## src/hw/rtl/fxa_pkg.sv

```systemverilog
`default_nettype none
package fxa_pkg;

  localparam int DATA_W        = 32;
  localparam int FRAC_BITS_DEF = 8;
  localparam int FLT_BIAS      = 127;
  localparam int FLT_MANT      = 23;

  // pipeline depths of the units, counted from the input register
  localparam int ARITH_LAT = 2;
  localparam int CVT_LAT   = 4;
  localparam int DIV_LAT   = DATA_W + 2;

  typedef enum logic [3:0] {
    MODE_ADD        = 4'd0,
    MODE_SUB        = 4'd1,
    MODE_MUL        = 4'd2,
    MODE_DIV        = 4'd3,
    MODE_COMPARE    = 4'd4,
    MODE_FROM_INT   = 4'd5,
    MODE_TO_INT     = 4'd6,
    MODE_FROM_FLOAT = 4'd7,
    MODE_TO_FLOAT   = 4'd8,
    MODE_MAX        = 4'd9,
    MODE_MIN        = 4'd10
  } mode_t;

  typedef struct packed {
    logic less;
    logic greater;
    logic equal;
  } cmp_flags_t;

endpackage
`default_nettype wire

```

## src/hw/rtl/fxa_arith.sv

```systemverilog
`default_nettype none
module fxa_arith
  import fxa_pkg::*;
#(
  parameter int FRAC_BITS = FRAC_BITS_DEF
) (
  input  wire logic              clk,
  input  wire logic [3:0]        mode,
  input  wire logic [DATA_W-1:0] a,
  input  wire logic [DATA_W-1:0] b,
  output logic      [DATA_W-1:0] res,
  output cmp_flags_t             flags
);

  logic [3:0]        mode1;
  logic [DATA_W-1:0] prod;
  logic              sdiff;
  logic [DATA_W-1:0] r1;
  cmp_flags_t        f1;
  logic [DATA_W-1:0] simple;
  cmp_flags_t        f_next;
  logic              lt;
  logic [DATA_W-1:0] shr;
  logic [DATA_W-1:0] mul_r;

  assign lt = $signed(a) < $signed(b);

  // combinational ops and compare flags
  always_comb begin
    simple = '0;
    f_next = '0;
    unique case (mode)
      MODE_ADD:      simple = a + b;
      MODE_SUB:      simple = a - b;
      MODE_COMPARE: begin
        f_next.less    = lt;
        f_next.greater = $signed(b) < $signed(a);
        f_next.equal   = (a == b);
      end
      MODE_FROM_INT: simple = a << FRAC_BITS;
      MODE_TO_INT:   simple = DATA_W'($signed(a) >>> FRAC_BITS);
      MODE_MAX:      simple = ($signed(b) < $signed(a)) ? a : b;
      MODE_MIN:      simple = lt ? a : b;
      default:       simple = '0;
    endcase
  end

  // stage 1: low product word and the simple results
  always_ff @(posedge clk) begin
    mode1 <= mode;
    prod  <= a * b;
    sdiff <= a[DATA_W-1] ^ b[DATA_W-1];
    r1    <= simple;
    f1    <= f_next;
  end

  // product scaling: mixed signs shift arithmetically and force non-positive
  always_comb begin
    shr = DATA_W'($signed(prod) >>> FRAC_BITS);
    if (sdiff) begin
      mul_r = (shr != '0 && !shr[DATA_W-1]) ? (~shr + 1'b1) : shr;
    end else begin
      mul_r = prod >> FRAC_BITS;
    end
  end

  // stage 2
  always_ff @(posedge clk) begin
    res   <= (mode1 == MODE_MUL) ? mul_r : r1;
    flags <= f1;
  end

endmodule
`default_nettype wire

```

## config.mk

```make
export PLATFORM = sky130hd
export DESIGN_NAME = fxa_arith
export DESIGN_NICKNAME = d
export VERILOG_FILES = /design/src/hw/rtl/fxa_pkg.sv /design/src/hw/rtl/fxa_arith.sv
export SDC_FILE = /design/constraint.sdc
export NUM_CORES = 2
export LEC_CHECK = 0
export ABC_AREA = 1
export BUFFER_PORTS_ARGS = -buffer_cell sky130_fd_sc_hd__buf_2
export CAP_MARGIN = 10
export CELL_PAD_IN_SITES_DETAIL_PLACEMENT = 0
export CELL_PAD_IN_SITES_GLOBAL_PLACEMENT = 1
export CORE_ASPECT_RATIO = 1.1
export CORE_MARGIN = 4
export CORE_UTILIZATION = 40
export DETAILED_ROUTE_END_ITERATION = 10
export PLACE_DENSITY = 0.8
export SYNTH_ARGS = -nofsm -noshare
export SYNTH_HDL_FRONTEND = slang
export SYNTH_SLANG_ARGS = --single-unit
```

## constraint.sdc

```tcl
create_clock -name clk -period 6.1 [get_ports clk]
set_input_delay 0.61 -clock clk [delete_from_list [all_inputs] [get_ports clk]]
set_output_delay 0.61 -clock clk [all_outputs]
set_load 0.1 [all_outputs]
```

==> impl_results.md <==
* Gr ovfl total at 0
* Area Growth Syn to Fin at 21.1%
* RSZ-0062 raised after global routing: true
* Synth Instances at 3,821
* Mapped Area at 26,300 µm²
* Die area at 69,900 µm²
* Cell row count at 98
* Die width at 252 µm
* DRT iter0 DRCs at 2,000
* Most common cell after layout, fill and taps aside: nand2_1
* Post-synth EDFFs at 0
* CTS Sinks at 99
* Worst-Margin Slew at 1.00 ns
* Type of the worst setup path: in -> reg
* Worst path arrival time at 6.51 ns
* Skew final at 0.0218 ns
* Synth unique cells at 54
* Worst-Skew Late Latency at around 0.37 ns
* Drt wl/cell at 20.5 µm
* Drt drc at 0
* Vias per cell at 5.09
* Largest net degree at the start of global routing at 56
* Total negative slack at -0.640 ns
* Final worst slack at -0.157 ns
* HP Class: reg -> reg
* Async S/R FF share, synth at 0%
* Adder-cell share of the synthesized area at between 40% and 50%
* Final hold vios at 0
* Register bit total from synthesis at 99
* Via count at 25.4k
* Synth Area in Compound Gates at 7.94%
* Placer Congestion at 0.999
* H-Tree Level Count at 3
* Status: complete, but fails checks
* First-pass GRT wire length at around 150,000 µm
* Clock Tree Root: clkbuf_16
* Simple-gate area share of the yosys netlist at a little under a quarter
* Failing checks: setup timing
* Crit path time final at ~6.3 ns
* Register area share after synthesis at 7.54%
* CORE AREA at 65,000 µm²
* Tcrit/Tclk final at 103%
* Launching element type of the critical path: input pin
* Largest family of logic cells by synthesized area: adder cells
* Slew Viols, Final at 0
* Layout Nets at between 4k and 5k
* Mux share of post-synthesis cell area at 0%
* CTS tree: built
* Top achievable clock speed at 0.160 GHz
* Max-cap viol count at 0
* Buffers on Ports at 103
* Prevailing post-synth register cell: dfxtp_1
* Share of layout cells above drive strength 1 at 16.6%
* Avg Inst Size Synth at 6.88 µm²
* Total CTS buffers at 9
* CP Max Fanout at 5
* Initial antenna violation count at 1
* Setup Viol. Count Final at 6
* Gr usage total at approximately 29%
* First drt pass iteration count at 8
* Xor and xnor area share after synthesis at about 2.4%
* Post-DRT Antenna Nets at 0
* Worst slew margin at 33.0%
* Synth Warn # at 0
* Die Y at ~280 µm
* Req. time, crit path at 6.35 ns
* Crit end category: flop
* Clock-pin slew on the worst setup and hold paths at 0.09 ns
* IO Count at 104
* Most frequent cells in the layout: 1,001 x nand2_1, 952 x inv_1, 392 x fa_1, 304 x buf_4, 192 x ha_1
* DP HPWL at 85,300 µm
* Post-Syn Nets at around 4.5k
* Final core utilization at 49.0%
* Starting density of the core at 40.4%
* WL final at 102,000 µm
* Clock Path Buffers at 2
* Vias in the first global route at about 26k
## Yosys cell counts (6+ instances only)
library cell | number | area [µm²]
buf_1 | 24 | 90.1
nor3_1 | 14 | 70.1
xor2_1 | 48 | 420
clkbuf_1 | 94 | 353
a31oi_1 | 6 | 37.5
fa_1 | 409 | 8190
nand2_1 | 1033 | 3880
nand3_1 | 189 | 946
nor2_1 | 179 | 672
o22ai_1 | 14 | 87.6
buf_4 | 16 | 120
o211ai_1 | 18 | 135
a221oi_1 | 7 | 61.3
a21boi_0 | 6 | 45.0
nand2_2 | 6 | 37.5
nor4_1 | 10 | 62.6
xnor2_1 | 25 | 219
o21ai_0 | 114 | 571
inv_1 | 988 | 3710
o21ai_1 | 11 | 55.1
nand4_1 | 43 | 269
ha_1 | 216 | 2700
buf_2 | 20 | 100
o21bai_1 | 15 | 113
dfxtp_1 | 99 | 1980
o221ai_1 | 7 | 61.3
a21oi_1 | 128 | 641
a21o_1 | 16 | 120
or2_2 | 7 | 43.8
## layer usage
layer	up-vias	GRT usage, %	wire length (µm)
met1	12267	37.0	41300
met3	227	2.85	6420
met4	0	11.6	5580
li1	11906	-	-
met5	-	0	0
met2	968	49.2	48800
## kinds of logic (layout without fill, tap and decap cells)
family / after synthesis / after routing
AOI/OAI and AO/OA: 361 / 361
xor gates and xnor gates: 73 / 73
adders and majority gates: 625 / 625
buffers and inverters: 1153 / 1460
DFF: 99 / 99
other: 0 / 1
and+or+nand+nor: 1510 / 1510
## metrics by stage
stage,cells,hold WS [ns],cell area [µm²],setup WS (ns)
finish,4979,0.319,31800,-0.157
global route,4978,0.334,31800,-0.431
CTS,4953,0.319,30900,-0.150
detailed placement,4934,0.314,30000,-0.848
global placement,4934,0.314,30000,-0.781
floorplan,3821,0.310,26700,-0.175
## layout make-up
cell class	instances	area, µm²
Tap cell	850	1060
Clock buffer	9	225
Timing Repair Buffer	453	4020
Multi-Input combinational cell	2569	20700
Fill cell	6579	33200
Inverter	991	3720
Clock inverter	7	58.8
Antenna cell	1	2.50
Sequential cell	99	1980
## worst max-delay path, stage by stage
cell and delay [ns]:
buf_12 0.12, buf_12 0.12, buf_6 0.11, nand2_2 0.05
inv_2 0.04, fa_1 0.55, inv_1 0.05, fa_1 0.50
fa_1 0.55, inv_1 0.05, fa_1 0.49, inv_2 0.05
fa_2 0.50, fa_1 0.57, fa_1 0.46, fa_1 0.57
inv_2 0.05, ha_4 0.26, inv_1 0.13, nor3_1 0.07
a221oi_1 0.30, nand2_1 0.13, xor2_1 0.16
## flip-flops by register name, summed over array words and instances, names as in the netlist
name   flops
f1         3
flags      3
mode1      4
prod      24
r1        32
res       32
sdiff      1
## final timing paths
check	to	start	depth (start not counted)	slack [ns]
worst max-delay path	prod[30]	a[12]	23	-0.16
worst min-delay path	flags[2]	f1[2]	0	0.32
worst max register to register	res[2]	prod[8]	12	3.67
worst min register to register	flags[2]	f1[2]	0	0.32
## repair_timing
item | CTS | global route
setup buffers | 5 | 22
endpoints found under the setup margin | 18 | 18
cloned | 1 | 6
hold buffers | 0 | 0
resized for setup | 162 | 154
pin swaps | 54 | 87
Power is not shown: default switching activity piles up to over one toggle a cycle in this logic, so the estimate is an artifact.
