$ cat config.mk
export PLATFORM = sky130hd
export DESIGN_NAME = fxa_div
export DESIGN_NICKNAME = d
export VERILOG_FILES = /design/src/hw/rtl/fxa_pkg.sv /design/src/hw/rtl/fxa_div.sv
export SDC_FILE = /design/constraint.sdc
export NUM_CORES = 2
export LEC_CHECK = 0
export BUFFER_PORTS_ARGS = -buffer_cell sky130_fd_sc_hd__buf_2
export CAP_MARGIN = 20
export CORE_MARGIN = 2
export CORE_UTILIZATION = 35
export CTS_CLUSTER_DIAMETER = 100
export DETAILED_ROUTE_END_ITERATION = 8
export GPL_ROUTABILITY_DRIVEN = 0
export SETUP_SLACK_MARGIN = 0.2
export SLEW_MARGIN = 20
export SYNTH_ARGS = -nofsm -noshare
export SYNTH_HDL_FRONTEND = slang
export SYNTH_SLANG_ARGS = --single-unit
$ cat constraint.sdc
create_clock -name clk -period 7.8 [get_ports clk]
set_input_delay 0.39 -clock clk [delete_from_list [all_inputs] [get_ports clk]]
set_output_delay 0.39 -clock clk [all_outputs]
set_load 0.05 [all_outputs]
$ cat src/hw/rtl/fxa_pkg.sv
`default_nettype none
package fxa_pkg;

  localparam int DATA_W        = 32;
  localparam int FRAC_BITS_DEF = 8;
  localparam int FLT_BIAS      = 127;
  localparam int FLT_MANT      = 23;

  // pipeline depths of the units, counted from the input register
  localparam int ARITH_LAT = 2;
  localparam int CVT_LAT   = 4;
  localparam int DIV_LAT   = DATA_W + 2;

  typedef enum logic [3:0] {
    MODE_ADD        = 4'd0,
    MODE_SUB        = 4'd1,
    MODE_MUL        = 4'd2,
    MODE_DIV        = 4'd3,
    MODE_COMPARE    = 4'd4,
    MODE_FROM_INT   = 4'd5,
    MODE_TO_INT     = 4'd6,
    MODE_FROM_FLOAT = 4'd7,
    MODE_TO_FLOAT   = 4'd8,
    MODE_MAX        = 4'd9,
    MODE_MIN        = 4'd10
  } mode_t;

  typedef struct packed {
    logic less;
    logic greater;
    logic equal;
  } cmp_flags_t;

endpackage
`default_nettype wire

$ cat src/hw/rtl/fxa_div.sv
`default_nettype none
module fxa_div
  import fxa_pkg::*;
#(
  parameter int FRAC_BITS = FRAC_BITS_DEF
) (
  input  wire logic              clk,
  input  wire logic              rst,
  input  wire logic              in_valid,
  input  wire logic [3:0]        mode,
  input  wire logic [DATA_W-1:0] a,
  input  wire logic [DATA_W-1:0] b,
  output logic                   out_valid,
  output logic      [DATA_W-1:0] q,
  output logic                   dz
);

  // one quotient bit per stage, restoring division on magnitudes
  logic [DATA_W-1:0] rem   [0:DATA_W];
  logic [DATA_W-1:0] dq    [0:DATA_W];
  logic [DATA_W-1:0] mb    [0:DATA_W];
  logic              neg   [0:DATA_W];
  logic              isdiv [0:DATA_W];
  logic              zdiv  [0:DATA_W];
  logic              vld   [0:DATA_W];
  logic [DATA_W-1:0] n;

  assign n = a << FRAC_BITS;

  // prep stage: signs and magnitudes
  always_ff @(posedge clk) begin
    rem[0]   <= '0;
    dq[0]    <= n[DATA_W-1] ? (~n + 1'b1) : n;
    mb[0]    <= b[DATA_W-1] ? (~b + 1'b1) : b;
    neg[0]   <= n[DATA_W-1] ^ b[DATA_W-1];
    isdiv[0] <= (mode == MODE_DIV);
    zdiv[0]  <= (b == '0);
  end

  always_ff @(posedge clk) begin
    if (rst) begin
      vld[0] <= 1'b0;
    end else begin
      vld[0] <= in_valid;
    end
  end

  for (genvar k = 0; k < DATA_W; k++) begin : g_stage
    logic [DATA_W:0] sh;
    logic            ge;

    assign sh = {rem[k], dq[k][DATA_W-1]};
    assign ge = (sh >= {1'b0, mb[k]});

    always_ff @(posedge clk) begin
      rem[k+1]   <= ge ? DATA_W'(sh - {1'b0, mb[k]}) : sh[DATA_W-1:0];
      dq[k+1]    <= {dq[k][DATA_W-2:0], ge};
      mb[k+1]    <= mb[k];
      neg[k+1]   <= neg[k];
      isdiv[k+1] <= isdiv[k];
      zdiv[k+1]  <= zdiv[k];
    end

    always_ff @(posedge clk) begin
      if (rst) begin
        vld[k+1] <= 1'b0;
      end else begin
        vld[k+1] <= vld[k];
      end
    end
  end

  // final stage: sign fix, zero outside divide mode or on zero divisor
  always_ff @(posedge clk) begin
    if (isdiv[DATA_W] && !zdiv[DATA_W]) begin
      q <= neg[DATA_W] ? (~dq[DATA_W] + 1'b1) : dq[DATA_W];
    end else begin
      q <= '0;
    end
    dz <= isdiv[DATA_W] & zdiv[DATA_W];
  end

  always_ff @(posedge clk) begin
    if (rst) begin
      out_valid <= 1'b0;
    end else begin
      out_valid <= vld[DATA_W];
    end
  end

endmodule
`default_nettype wire

==> impl_metrics.ini <==
[outcome]
status = completed

[power_and_ir_drop]
leakage_uw = 0.0656
power_per_cell_area_nw_per_um2 = 354
vdd_ir_drop_max_uv = 249

[routing]
dr_wl_met3_um = 12300
dr.pass1.iters = 6
wl_met2_um = 132000
wl_met1_um = 123000
antenna_left = 0
wl_per_cell_um = 15.4
viasPerCell = 4.81
drc_errors = 0
drt_iter0_drc = 4816
via_count = 86700
routed_wl_um = 277000
dr.max_layer_used = met4

[clocking]
cts_setup_buffers = 0
clockBufferDepth = 4
clock-sinks = 3010
htreeDepth = 5
clockRootBuffer = clkbuf_16
cts_resized = 0
clk_pin_slew_ns = 0.06
cts_buffers = 324
clk_latency_ns = 0.93
cts_tree = done

[synth]
synth_top_area_share_pct = 48.4
synth_top_family_by_area = compound AO/OA/AOI/OAI gates
syn_nets = 13800
synth-seq-cells = 3010
yosys.area.top_type = dfxtp_1
synth_mux_area_share_pct = 3.61
synthFlopType = dfxtp_1
ys_top_cells_by_area = dfxtp_1 48%, ha_1 10%, inv_1 3.8%
ys_async_sr_fraction_pct = 0
synthCells = 12700
synth_compound_area_share_pct = 16.3
synthTopCellsByCount = 3010 x dfxtp_1, 1244 x inv_1, 996 x ha_1
synth_edf_count = 0
seq_area_frac_synth_pct = 48.4
synth.cell_area_um2 = 125000
yosys.area_share.simple_pct = 10.1
yosysUniqueCellTypes = 95
ys_warn_count = 0
yosysMostFrequentCell = dfxtp_1
synth_xor_area_share_pct = 6.35
yosys.area_share.adder_pct = 10.5
avgSynthCellArea_um2 = 9.78

[floorplan]
pin_count = 105
num_rows = 219
dieArea_um2 = 361000
initial_utilization_pct = 35.1
coreArea_um2 = 355000
fp.dieW_um = 600
fp.dieH_um = 600

[worst_setup_path]
required_ns = 8.63
setup.worst_path.class = flop to flop
path_buf_inv = 1
critical_path_depth = 12
reg2reg_depth = 12
crit_path_start_kind = flop
crit_path_end_kind = flop
cp.arrival_ns = 5.51
critPathMaxStageDelay_ns = 0.89
reg2reg_slack_ns = 3.12
cpLargestDelayFamily = compound AO/OA/AOI/OAI gates
cpMaxStageDelayCell = a2111oi_0
crit_chain = inv_1, ha_1, nor2b_1, o2111ai_1, nand3_1, a211oi_1, nor3_1, a2111oi_0, o31ai_1, or4b_1, and2_2, mux2_2
path_max_fanout = 61

[sta]
final.setup.tns_ns = 0
fin_skew_ns = 0.100
period_needed_ns = 4.68
period_share_pct = 60.0
setup_viol = 0
finalHoldViolations = 0
clock.fmax_ghz = 0.214
tightestPinTransition_ns = 1.18
max-slew-margin-rel_pct = 20.9
rsz0062_at_grt = false
slew_viol_final = 0

[global_route]
track_usage_pct = 14.9
antenna_found_initial = 9
grt_pass1_vias = 84400
grt_max_degree = 65
grt_first_pass_wirelength_um = 444000
grt_overflow = 0

[placed_design]
dp_hpwl_um = 212000
port_buffers = 96
dpl_cell_area_um2 = 130000

[layout]
areaGrowthSynthToFinish_pct = 14.6
drive_above_1_share_pct = 8.63
finalInstanceArea_um2 = 143000
finalNetCount = 14100

[min_path]
holdPathStages = 2
hp-class = primary input to flop

[run]
maxCapViolCount = 0
-- placed cells by master, fill, tap and decap left out, types with 355 or more instances in the layout --
| cell | n |
|---|---|
| a21o_1 | 513 |
| a21oi_1 | 931 |
| dfxtp_1 | 3010 |
| ha_1 | 996 |
| inv_1 | 1243 |
| mux2_2 | 355 |
| nand2_1 | 903 |
| nor2_1 | 573 |
| o21ai_0 | 854 |
| xnor2_1 | 527 |
| xor2_1 | 375 |
-- registers in the layout, summed over array words and instances (netlist names) --
name	cells
mb	1024
q	32
isdiv	33
dq	828
neg	33
rem	992
out_valid	1
dz	1
vld	33
zdiv	33
-- layout make-up --
| class | count | area, um2 |
|---|---|---|
| Fill cell | 34600 | 212000 |
| Sequential cell | 3010 | 60300 |
| Multi-Input combinational cell | 8196 | 58600 |
| Clock buffer | 436 | 9050 |
| Tap cell | 4751 | 5940 |
| Inverter | 1244 | 4670 |
| Clock inverter | 151 | 2280 |
| Timing Repair Buffer | 237 | 1870 |
| Antenna cell | 5 | 12.5 |
-- cells by family (layout without fill, tap and decap cells) --
kind of cell	Yosys count	in the layout
other	0	5
AO/OA/AOI/OAI	3233	3233
AND/OR/NAND/NOR	2635	2635
multiplexers	399	399
adder cells (fa/ha/maj)	1026	1026
XOR/XNOR	903	903
buffers and inverters	1525	2068
flip-flops	3010	3010
-- per-layer routing --
layer,up-vias,GRT usage [%]
met5,-,0
met4,0,5.40
met3,532,2.21
met2,1723,26.2
met1,39900,18.4
li1,44500,-
-- path summary, 6_finish.rpt --
check / from / end
setup / recovery: mb[0][97] / rem[0][146]
hold / removal: a[23] / neg[0][0]
setup reg to reg: mb[0][97] / rem[0][146]
hold reg to reg: dq[0][545] / dq[0][578]
-- what timing repair did --
item,CTS,global route
hold buffers,107,0
hold endpoints to repair,92,0
setup endpoints to repair,0,0
-- metrics by stage --
| stage | std cells | hold WS [ns] | utilization (%) | setup slack [ns] | total power (uW) |
|---|---|---|---|---|---|
| CTS | 18000 | 0.0162 | 40.2 | 3.22 | 51000 |
| detailed placement | 17300 | 0.312 | 36.7 | 3.25 | 34600 |
| floorplan | 12700 | 0.310 | - | 4.36 | 31100 |
| finish | 18000 | 0.107 | 40.2 | 3.12 | 50500 |
| global placement | 17300 | 0.310 | 36.7 | 3.21 | 34500 |
| global route | 18000 | 0.0499 | 40.2 | 2.79 | 53800 |
-- where the power goes --
part,leakage [uW],switching (uW),internal [uW]
sequential,0.0250,1310,17700
combinational,0.0351,8510,7020
clock,0.00554,6290,9680
Power figures use the tool's default switching activity.
