===== src/hw/rtl/fxa_pkg.sv =====
`default_nettype none
package fxa_pkg;

  localparam int DATA_W        = 32;
  localparam int FRAC_BITS_DEF = 8;
  localparam int FLT_BIAS      = 127;
  localparam int FLT_MANT      = 23;

  // pipeline depths of the units, counted from the input register
  localparam int ARITH_LAT = 2;
  localparam int CVT_LAT   = 4;
  localparam int DIV_LAT   = DATA_W + 2;

  typedef enum logic [3:0] {
    MODE_ADD        = 4'd0,
    MODE_SUB        = 4'd1,
    MODE_MUL        = 4'd2,
    MODE_DIV        = 4'd3,
    MODE_COMPARE    = 4'd4,
    MODE_FROM_INT   = 4'd5,
    MODE_TO_INT     = 4'd6,
    MODE_FROM_FLOAT = 4'd7,
    MODE_TO_FLOAT   = 4'd8,
    MODE_MAX        = 4'd9,
    MODE_MIN        = 4'd10
  } mode_t;

  typedef struct packed {
    logic less;
    logic greater;
    logic equal;
  } cmp_flags_t;

endpackage
`default_nettype wire


===== src/hw/rtl/fxa_cvt.sv =====
`default_nettype none
module fxa_cvt
  import fxa_pkg::*;
#(
  parameter int FRAC_BITS = FRAC_BITS_DEF
) (
  input  wire logic              clk,
  input  wire logic [3:0]        mode,
  input  wire logic [DATA_W-1:0] a,
  output logic      [DATA_W-1:0] res
);

  localparam int PW = $clog2(DATA_W) + 1;

  // float to fixed signals
  logic signed [9:0] s_comb;
  logic signed [9:0] sm1;
  logic signed [9:0] neg_s;
  logic [DATA_W-1:0] rnd;
  logic [DATA_W-1:0] ff_sh_next;
  logic signed [9:0] ff_s1;
  logic [DATA_W-1:0] ff_v1;
  logic              ff_zero1, ff_zero2;
  logic              ff_sign1, ff_sign2;
  logic [DATA_W-1:0] ff_sh2;
  logic [DATA_W-1:0] ff_r3;

  // fixed to float signals
  logic [DATA_W-1:0] tf_mag1, tf_mag2;
  logic              tf_sign1, tf_sign2, tf_sign3;
  logic              tf_zero1, tf_zero2, tf_zero3;
  logic [PW-1:0]     p_next;
  logic [PW-1:0]     tf_p2, tf_p3;
  logic [DATA_W-1:0] norm;
  logic [FLT_MANT:0] keep3;
  logic              guard3, sticky3;
  logic              inc;
  logic [FLT_MANT+1:0] k2;
  logic [FLT_MANT-1:0] mant;
  logic [PW-1:0]     p_fin;
  logic [7:0]        expo;

  logic [3:0] mode1, mode2, mode3;

  // shift count relative to the mantissa and the half-up rounding addend
  always_comb begin
    s_comb = $signed(10'(FLT_MANT + FLT_BIAS - FRAC_BITS))
           - $signed({2'b00, a[30:23]});
    sm1 = s_comb - 10'sd1;
    rnd = (s_comb >= 10'sd1 && s_comb <= 10'sd32) ? (DATA_W'(1) << sm1[4:0]) : '0;
  end

  // stage 1
  always_ff @(posedge clk) begin
    mode1    <= mode;
    ff_s1    <= s_comb;
    ff_v1    <= {8'b0, 1'b1, a[FLT_MANT-1:0]} + rnd;
    ff_zero1 <= (a[30:0] == '0);
    ff_sign1 <= a[DATA_W-1];
    tf_mag1  <= a[DATA_W-1] ? (~a + 1'b1) : a;
    tf_sign1 <= a[DATA_W-1];
    tf_zero1 <= (a == '0);
  end

  // float to fixed alignment; MSB search for fixed to float
  always_comb begin
    neg_s = -ff_s1;
    if (ff_s1 < 10'sd0) begin
      ff_sh_next = (ff_s1 <= -10'sd32) ? '0 : (ff_v1 << neg_s[4:0]);
    end else begin
      ff_sh_next = (ff_s1 >= 10'sd32) ? '0 : (ff_v1 >> ff_s1[4:0]);
    end
    p_next = '0;
    for (int i = 0; i < DATA_W; i++) begin
      if (tf_mag1[i]) p_next = PW'(i);
    end
  end

  // stage 2
  always_ff @(posedge clk) begin
    mode2    <= mode1;
    ff_sh2   <= ff_sh_next;
    ff_zero2 <= ff_zero1;
    ff_sign2 <= ff_sign1;
    tf_mag2  <= tf_mag1;
    tf_p2    <= p_next;
    tf_sign2 <= tf_sign1;
    tf_zero2 <= tf_zero1;
  end

  // normalize so the leading one sits at the top bit
  assign norm = tf_mag2 << (PW'(DATA_W - 1) - tf_p2);

  // stage 3
  always_ff @(posedge clk) begin
    mode3    <= mode2;
    ff_r3    <= ff_zero2 ? '0 : (ff_sign2 ? (~ff_sh2 + 1'b1) : ff_sh2);
    keep3    <= norm[DATA_W-1:DATA_W-FLT_MANT-1];
    guard3   <= norm[DATA_W-FLT_MANT-2];
    sticky3  <= |norm[DATA_W-FLT_MANT-3:0];
    tf_p3    <= tf_p2;
    tf_sign3 <= tf_sign2;
    tf_zero3 <= tf_zero2;
  end

  // round to nearest even, carry into the exponent on mantissa overflow
  always_comb begin
    inc = guard3 & (sticky3 | keep3[0]);
    k2  = {1'b0, keep3} + (FLT_MANT+2)'(inc);
    if (k2[FLT_MANT+1]) begin
      mant  = '0;
      p_fin = tf_p3 + 1'b1;
    end else begin
      mant  = k2[FLT_MANT-1:0];
      p_fin = tf_p3;
    end
    expo = 8'(FLT_BIAS - FRAC_BITS) + 8'(p_fin);
  end

  // stage 4: select by mode
  always_ff @(posedge clk) begin
    if (mode3 == MODE_FROM_FLOAT) begin
      res <= ff_r3;
    end else if (mode3 == MODE_TO_FLOAT && !tf_zero3) begin
      res <= {tf_sign3, expo, mant};
    end else begin
      res <= '0;
    end
  end

endmodule
`default_nettype wire


===== config.mk =====
export PLATFORM = sky130hd
export DESIGN_NAME = fxa_cvt
export DESIGN_NICKNAME = d
export VERILOG_FILES = /design/src/hw/rtl/fxa_pkg.sv /design/src/hw/rtl/fxa_cvt.sv
export SDC_FILE = /design/constraint.sdc
export NUM_CORES = 1
export LEC_CHECK = 0
export BUFFER_PORTS_ARGS = -buffer_cell sky130_fd_sc_hd__buf_4
export CORE_MARGIN = 2
export CORE_UTILIZATION = 55
export CTS_CLUSTER_DIAMETER = 120
export DETAILED_ROUTE_END_ITERATION = 6
export PLACE_DENSITY = 0.81
export SLEW_MARGIN = 5
export SYNTH_ARGS = -nofsm -noshare
export SYNTH_HDL_FRONTEND = slang
export SYNTH_SLANG_ARGS = --single-unit

===== constraint.sdc =====
create_clock -name clk -period 6.5 [get_ports clk]
set_input_delay 1.3 -clock clk [delete_from_list [all_inputs] [get_ports clk]]
set_output_delay 1.3 -clock clk [all_outputs]
set_load 0.02 [all_outputs]

==> impl_results.md, run 1 <==
- Total negative setup slack: 0 ps
- Die Wd: 166 um
- Synth-to-Final Area Change: 10.9%
- Nets: 1731
- Final Skew: 21.0 ps
- Tot GR Track Use: 0.272
- Final Slew Violations: 0
- Tcrit/Tclk final: 0.831
- Critical path launch point type: primary input
- Final HPWL DP: 29400 um
- Clock slew at reported path FFs: 60 ps
- Detail Route Antenna Nets: 0
- Avg Inst Size Synth: 8.77 um^2
- PnR Total Power: 4.51 mW
- I/O Pins: 69
- Pre-CTS setup slack: 708 ps
- Post-synth EDFFs: 0
- Leakage: 6.63 nW
- Yosys warning total: 0
- Hold Crit Class: reg2reg
- Commonest cells after routing, fill and taps aside: dfxtp_1, nor2_1, nand2_1
- Initial drt markers: 1176
- Vias post-DR: 12140
- Final setup vio count: 0
- Post-CTS setup repair buffer count: 0
- RSZ-0062 raised after global routing: false
- DRC errors left: 0
- # rows: 59
- First-pass GRT wire length: 61300 um
- Area of the die: 27400 um^2
- Cell Area, Synth: 14400 um^2
- CTS H-Tree Depth: 1
- Post-Route WL: 38400 um
- CTS resizes: 0
- Worst VDD drop: 0.220 mV
- Number of port buffers: 68
- Layout fillers: 2176
- CTS Root Cell: clkbuf_16
- Critical Path Fanout Max: 13
- Clk_lat worst skew: 540 ps
- Vias/cell: 6.03
- Die height: 166 um
- Critical Path End Type: flop
- Total of max-cap violations: 0
- Starting density of the core: 0.556
- CP arrival: 5860 ps
- Total CTS buffers: 26
- GRT Residual Overflow: 0
- Post-CTS Hold Fix Bufs: 0
- Max Freq: 185 MHz
- Largest net degree at the start of global routing: 86
- Slew @ Worst Pin: 1060 ps
- Sink Count: 257
- Drt wl/cell: 19.1 um
- Crit path kind: in2reg
- Sequential fraction of the synthesis area: 0.358
- CP Data Required Time: 6960 ps
- Status: finished clean
- Final WS setup: 1100 ps
- FF+latch count, synth: 257
- Most common cell after layout, fill and taps aside: dfxtp_1
- Slew Limit Headroom: 0.293
- Share of post-route cells with drive strength above 1: 0.132
- Finished Layout Cells: 2012
- Syn_nets: 1712
- Placer Congestion: 0.971
- DR pass1 iterations: 6
- Deepest clock path buffer count: 3
- Synthesized instance count: 1638
- Yosys cell types: 82
- Core ar.: 25800 um^2
- Reg2reg path depth: 8
- Top FF cell, synth: dfxtp_1
- CTS tree: built
- Fin crit period: 5400 ps
- WHS Path Cells: 0
- Async set-or-reset flop fraction in the synthesized netlist: 0
- Vias in the first global route: 11550
- Final Hold Vio Count: 0
- Initial antenna violation count: 1
- Power Dens Cells: 283 nW/um^2
- DP Cell Count: 1964
## critical path, stage by stage
cell and delay, ps:
buf_4 150, inv_1 130, ha_1 460, a21boi_0 260, o2bb2ai_1 100, a31oi_1 130, a41oi_1 110, nor3_2 440
nand2_1 190, nor2_1 150, and2_1 150, ha_1 200, fa_1 230, a21o_1 120, a21oi_1 100, o21ai_1 240
a311oi_1 140, buf_4 170, o31ai_1 350, a21oi_1 200, or3_1 380, a21oi_1 140
## power breakdown
part           internal (mW)  switching (mW)
Combinational          0.461           0.627
Clock                  0.887           0.609
Sequential              1.76           0.161
Total                   3.11            1.40
## stage by stage
stage          cell area [um^2]  hold slack (ps)  utilization
2_1_floorplan             14400              310            -
3_3_place_gp              15100              312        0.583
3_5_place_dp              15100              312        0.583
4_1_cts                   15900              326        0.617
5_1_grt                   15900              328        0.617
6_report                  15900              325        0.617
## final cells by class
| class | count | area [um^2] | share of cell area |
|---|---|---|---|
| multi-input combinational | 1256 | 8740 | 0.548 |
| timing repair buffer | 84 | 631 | 0.0396 |
| antenna | 1 | 2.50 | 0.000157 |
| clock inverter | 12 | 138 | 0.00863 |
| inverter | 32 | 120 | 0.00754 |
| sequential | 257 | 5150 | 0.323 |
| clock buffer | 35 | 744 | 0.0467 |
| tap | 335 | 419 | 0.0263 |
## path summary, 6_finish.rpt
check / endpoint / startpoint / slack (ps)
min reg2reg: mode2[3]$_DFF_P_ / mode1[3]$_DFF_P_ / 320
max: ff_v1[26]$_DFF_P_ / a[24] / 1100
min: mode2[3]$_DFF_P_ / mode1[3]$_DFF_P_ / 320
max reg2reg: ff_sh2[9]$_DFF_P_ / ff_s1[1]$_DFF_P_ / 2410
## synth_stat cells (29+ instances only)
library cell,n,share of area
ha_1,36,0.031
xor2_1,53,0.032
a21oi_1,66,0.023
o21ai_0,159,0.055
mux2_2,29,0.023
xnor2_1,67,0.041
dfxtp_1,257,0.36
mux2i_1,112,0.078
nand2b_1,29,0.013
nand2_1,160,0.042
clkbuf_1,52,0.014
nor2_1,164,0.043
mux4_2,30,0.047
o31ai_1,31,0.016
nand3_1,35,0.012
## metal layers
metal  GRT usage  routed length, um  up-vias
met1       0.346              16200     5667
met5           0                  0        -
li1            -                  -     5916
met3      0.0289               2160      106
met2       0.467              18400      451
met4       0.125               1720        0
## logic make-up after synthesis
kind of cell	after synthesis	share of synthesized area
AO/OA/AOI/OAI	400	0.174
XOR/XNOR	120	0.0731
adder cells (fa/ha/maj)	37	0.0327
buffers and inverters	125	0.0355
flip-flops	257	0.358
multiplexers	171	0.148
AND/OR/NAND/NOR	528	0.179
## registers in the layout, summed over array words and instances, names as in the netlist, 9 cells and up
register / flops
keep3: 24
ff_v1: 32
ff_s1: 9
res: 32
tf_mag1: 32
ff_r3: 32
tf_mag2: 32
ff_sh2: 32
No activity file was read; power rests on OpenSTA's default activity.
==> run 2, diff against run 1 <==
Settings changed: PLACE_DENSITY 0.81 to 0.83.
Clock period 6.5 ns to 4.5 ns, I/O delays scaled along.
==> run 2 against run 1 <==
Die area stayed put; register-to-register slack worse by 1400 ps; cell area up 4.9%; via count grew 3.4%; combinational power increased by 51%; non-clock buffer count is 96 higher; power up 46%; setup slack worse by 850 ps; wire length up 5.3%; sequential power rose by 45%; hold slack got worse by 7.2 ps; critical endpoint is now ff_v1[18]$_DFF_P_.
==> impl_results.md, run 2 (synthesis gave the netlist of run 1 again) <==
- Vias post-DR: 12555
- Critical Path End Type: flop
- Critical path launch point type: primary input
- Layout fillers: 2096
- Final HPWL DP: 31000 um
- Multi-input gate area: 8830 um^2
- Clk_lat worst skew: 540 ps
- Slew Limit Headroom: 0.252
- Register Area: 5150 um^2
- Core ar.: 25800 um^2
- Crit path kind: in2reg
- Vias in the first global route: 12189
- Number of port buffers: 68
- Final WS setup: 248 ps
- Drt wl/cell: 19.2 um
- Sink Count: 257
- Initial antenna violation count: 0
- Die Wd: 166 um
- First-pass GRT wire length: 64500 um
- Power Dens Cells: 392 nW/um^2
- Final Slew Violations: 0
- # rows: 59
- I/O Pins: 69
- CTS Root Cell: clkbuf_16
- GRT Residual Overflow: 0
- Nets: 1827
- Clock slew at reported path FFs: 70 ps
- Area of the die: 27400 um^2
- Vias/cell: 5.96
- Commonest cells after routing, fill and taps aside: dfxtp_1, buf_4, nor2_1
- Diode count: 0
- Share of post-route cells with drive strength above 1: 0.187
- CTS H-Tree Depth: 1
- Worst hold slack: 317 ps
- DRC errors left: 0
- Worst VDD drop: 0.335 mV
- Slew @ Worst Pin: 1120 ps
- Fin crit period: 4250 ps
- Detail Route Antenna Nets: 0
- Initial drt markers: 1147
- Tot GR Track Use: 0.285
- CP Data Required Time: 4900 ps
- Leakage: 7.09 nW
- Pre-CTS setup slack: -344 ps
- Status: finished clean
- Total negative setup slack: 0 ps
- Placer Congestion: 0.964
- Hold Crit Class: reg2reg
- Total of max-cap violations: 0
- Most common cell after layout, fill and taps aside: dfxtp_1
- Final Hold Vio Count: 0
- Die height: 166 um
- CP arrival: 4660 ps
- Max Freq: 235 MHz
- Starting density of the core: 0.556
- Total CTS buffers: 26
- Post-Route WL: 40400 um
- CTS tree: built
- Deepest clock path buffer count: 3
- Final Skew: 11.1 ps
- Synth-to-Final Area Change: 16.4%
- Tcrit/Tclk final: 0.945
- Final setup vio count: 0
- Critical Path Fanout Max: 7
- Largest net degree at the start of global routing: 77
- RSZ-0062 raised after global routing: false
- DR pass1 iterations: 5
==> run 2: cell types whose count changed in the layout (fill, tap and decap cells not counted), sizes merged <==
cell      delta
clkbuf       -2
diode        -1
clkinvlp     +4
bufinv       -1
buf         +96
==> run 2: final timing paths <==
check | depth (start not counted) | end | slack [ps] | startpoint
setup / recovery | 22 | ff_v1[18]$_DFF_P_ | 250 | a[23]
hold / removal | 0 | tf_sign2$_DFF_P_ | 320 | tf_sign1$_DFF_P_
setup reg to reg | 13 | res[27]$_DFF_P_ | 1030 | sticky3$_DFF_P_
hold reg to reg | 0 | tf_sign2$_DFF_P_ | 320 | tf_sign1$_DFF_P_
==> run 2: power by group <==
part           total [mW]  internal, mW  leakage [nW]  switching [mW]
sequential           2.79          2.54          2.13           0.251
combinational        1.65         0.720          4.55           0.930
clock                2.12          1.19         0.399           0.930
==> run 2: routing by layer <==
| metal | vias to the layer above | wire (um) | track usage |
|---|---|---|---|
| met5 | - | 0 | 0 |
| met4 | 0 | 1720 | 0.110 |
| met3 | 109 | 2150 | 0.0337 |
| met2 | 446 | 19400 | 0.497 |
| met1 | 5882 | 17100 | 0.362 |
| li1 | 6118 | - | - |
==> run 2: layout make-up <==
| class | count | share of cell area |
|---|---|---|
| sequential | 257 | 0.308 |
| tap | 335 | 0.0251 |
| timing repair buffer | 180 | 0.0815 |
| clock buffer | 33 | 0.0423 |
| inverter | 32 | 0.00718 |
| clock inverter | 15 | 0.00838 |
| multi-input combinational | 1256 | 0.528 |
==> run 2: repair_timing <==
action	in CTS	in global routing
resized for setup	0	11
buffers inserted	0	0
endpoints found under the setup margin	0	12
hold buffers	0	0
==> run 2: critical path, stage by stage <==
cell	delay (ps)
buf_4	130
buf_4	160
ha_1	230
a21boi_0	130
o2bb2ai_1	140
a31oi_1	100
a41oi_2	260
nor3_4	80
nand2_2	80
nor2_1	50
and2_1	170
ha_1	220
fa_1	390
a21o_1	180
a21oi_2	130
o21ai_1	110
a311oi_2	300
buf_4	180
nor2_1	50
a211oi_2	370
o31ai_1	140
xor2_1	150
==> run 2: through the flow <==
| step | area (um^2) | utilization | instances | total power [mW] |
|---|---|---|---|---|
| 5_1_grt | 16700 | 0.647 | 2108 | 6.84 |
| 2_1_floorplan | 14400 | - | 1638 | 3.90 |
| 3_5_place_dp | 15800 | 0.613 | 2060 | 4.44 |
| 3_3_place_gp | 15800 | 0.613 | 2060 | 4.40 |
| 4_1_cts | 16700 | 0.645 | 2108 | 6.54 |
| 6_report | 16700 | 0.647 | 2108 | 6.56 |
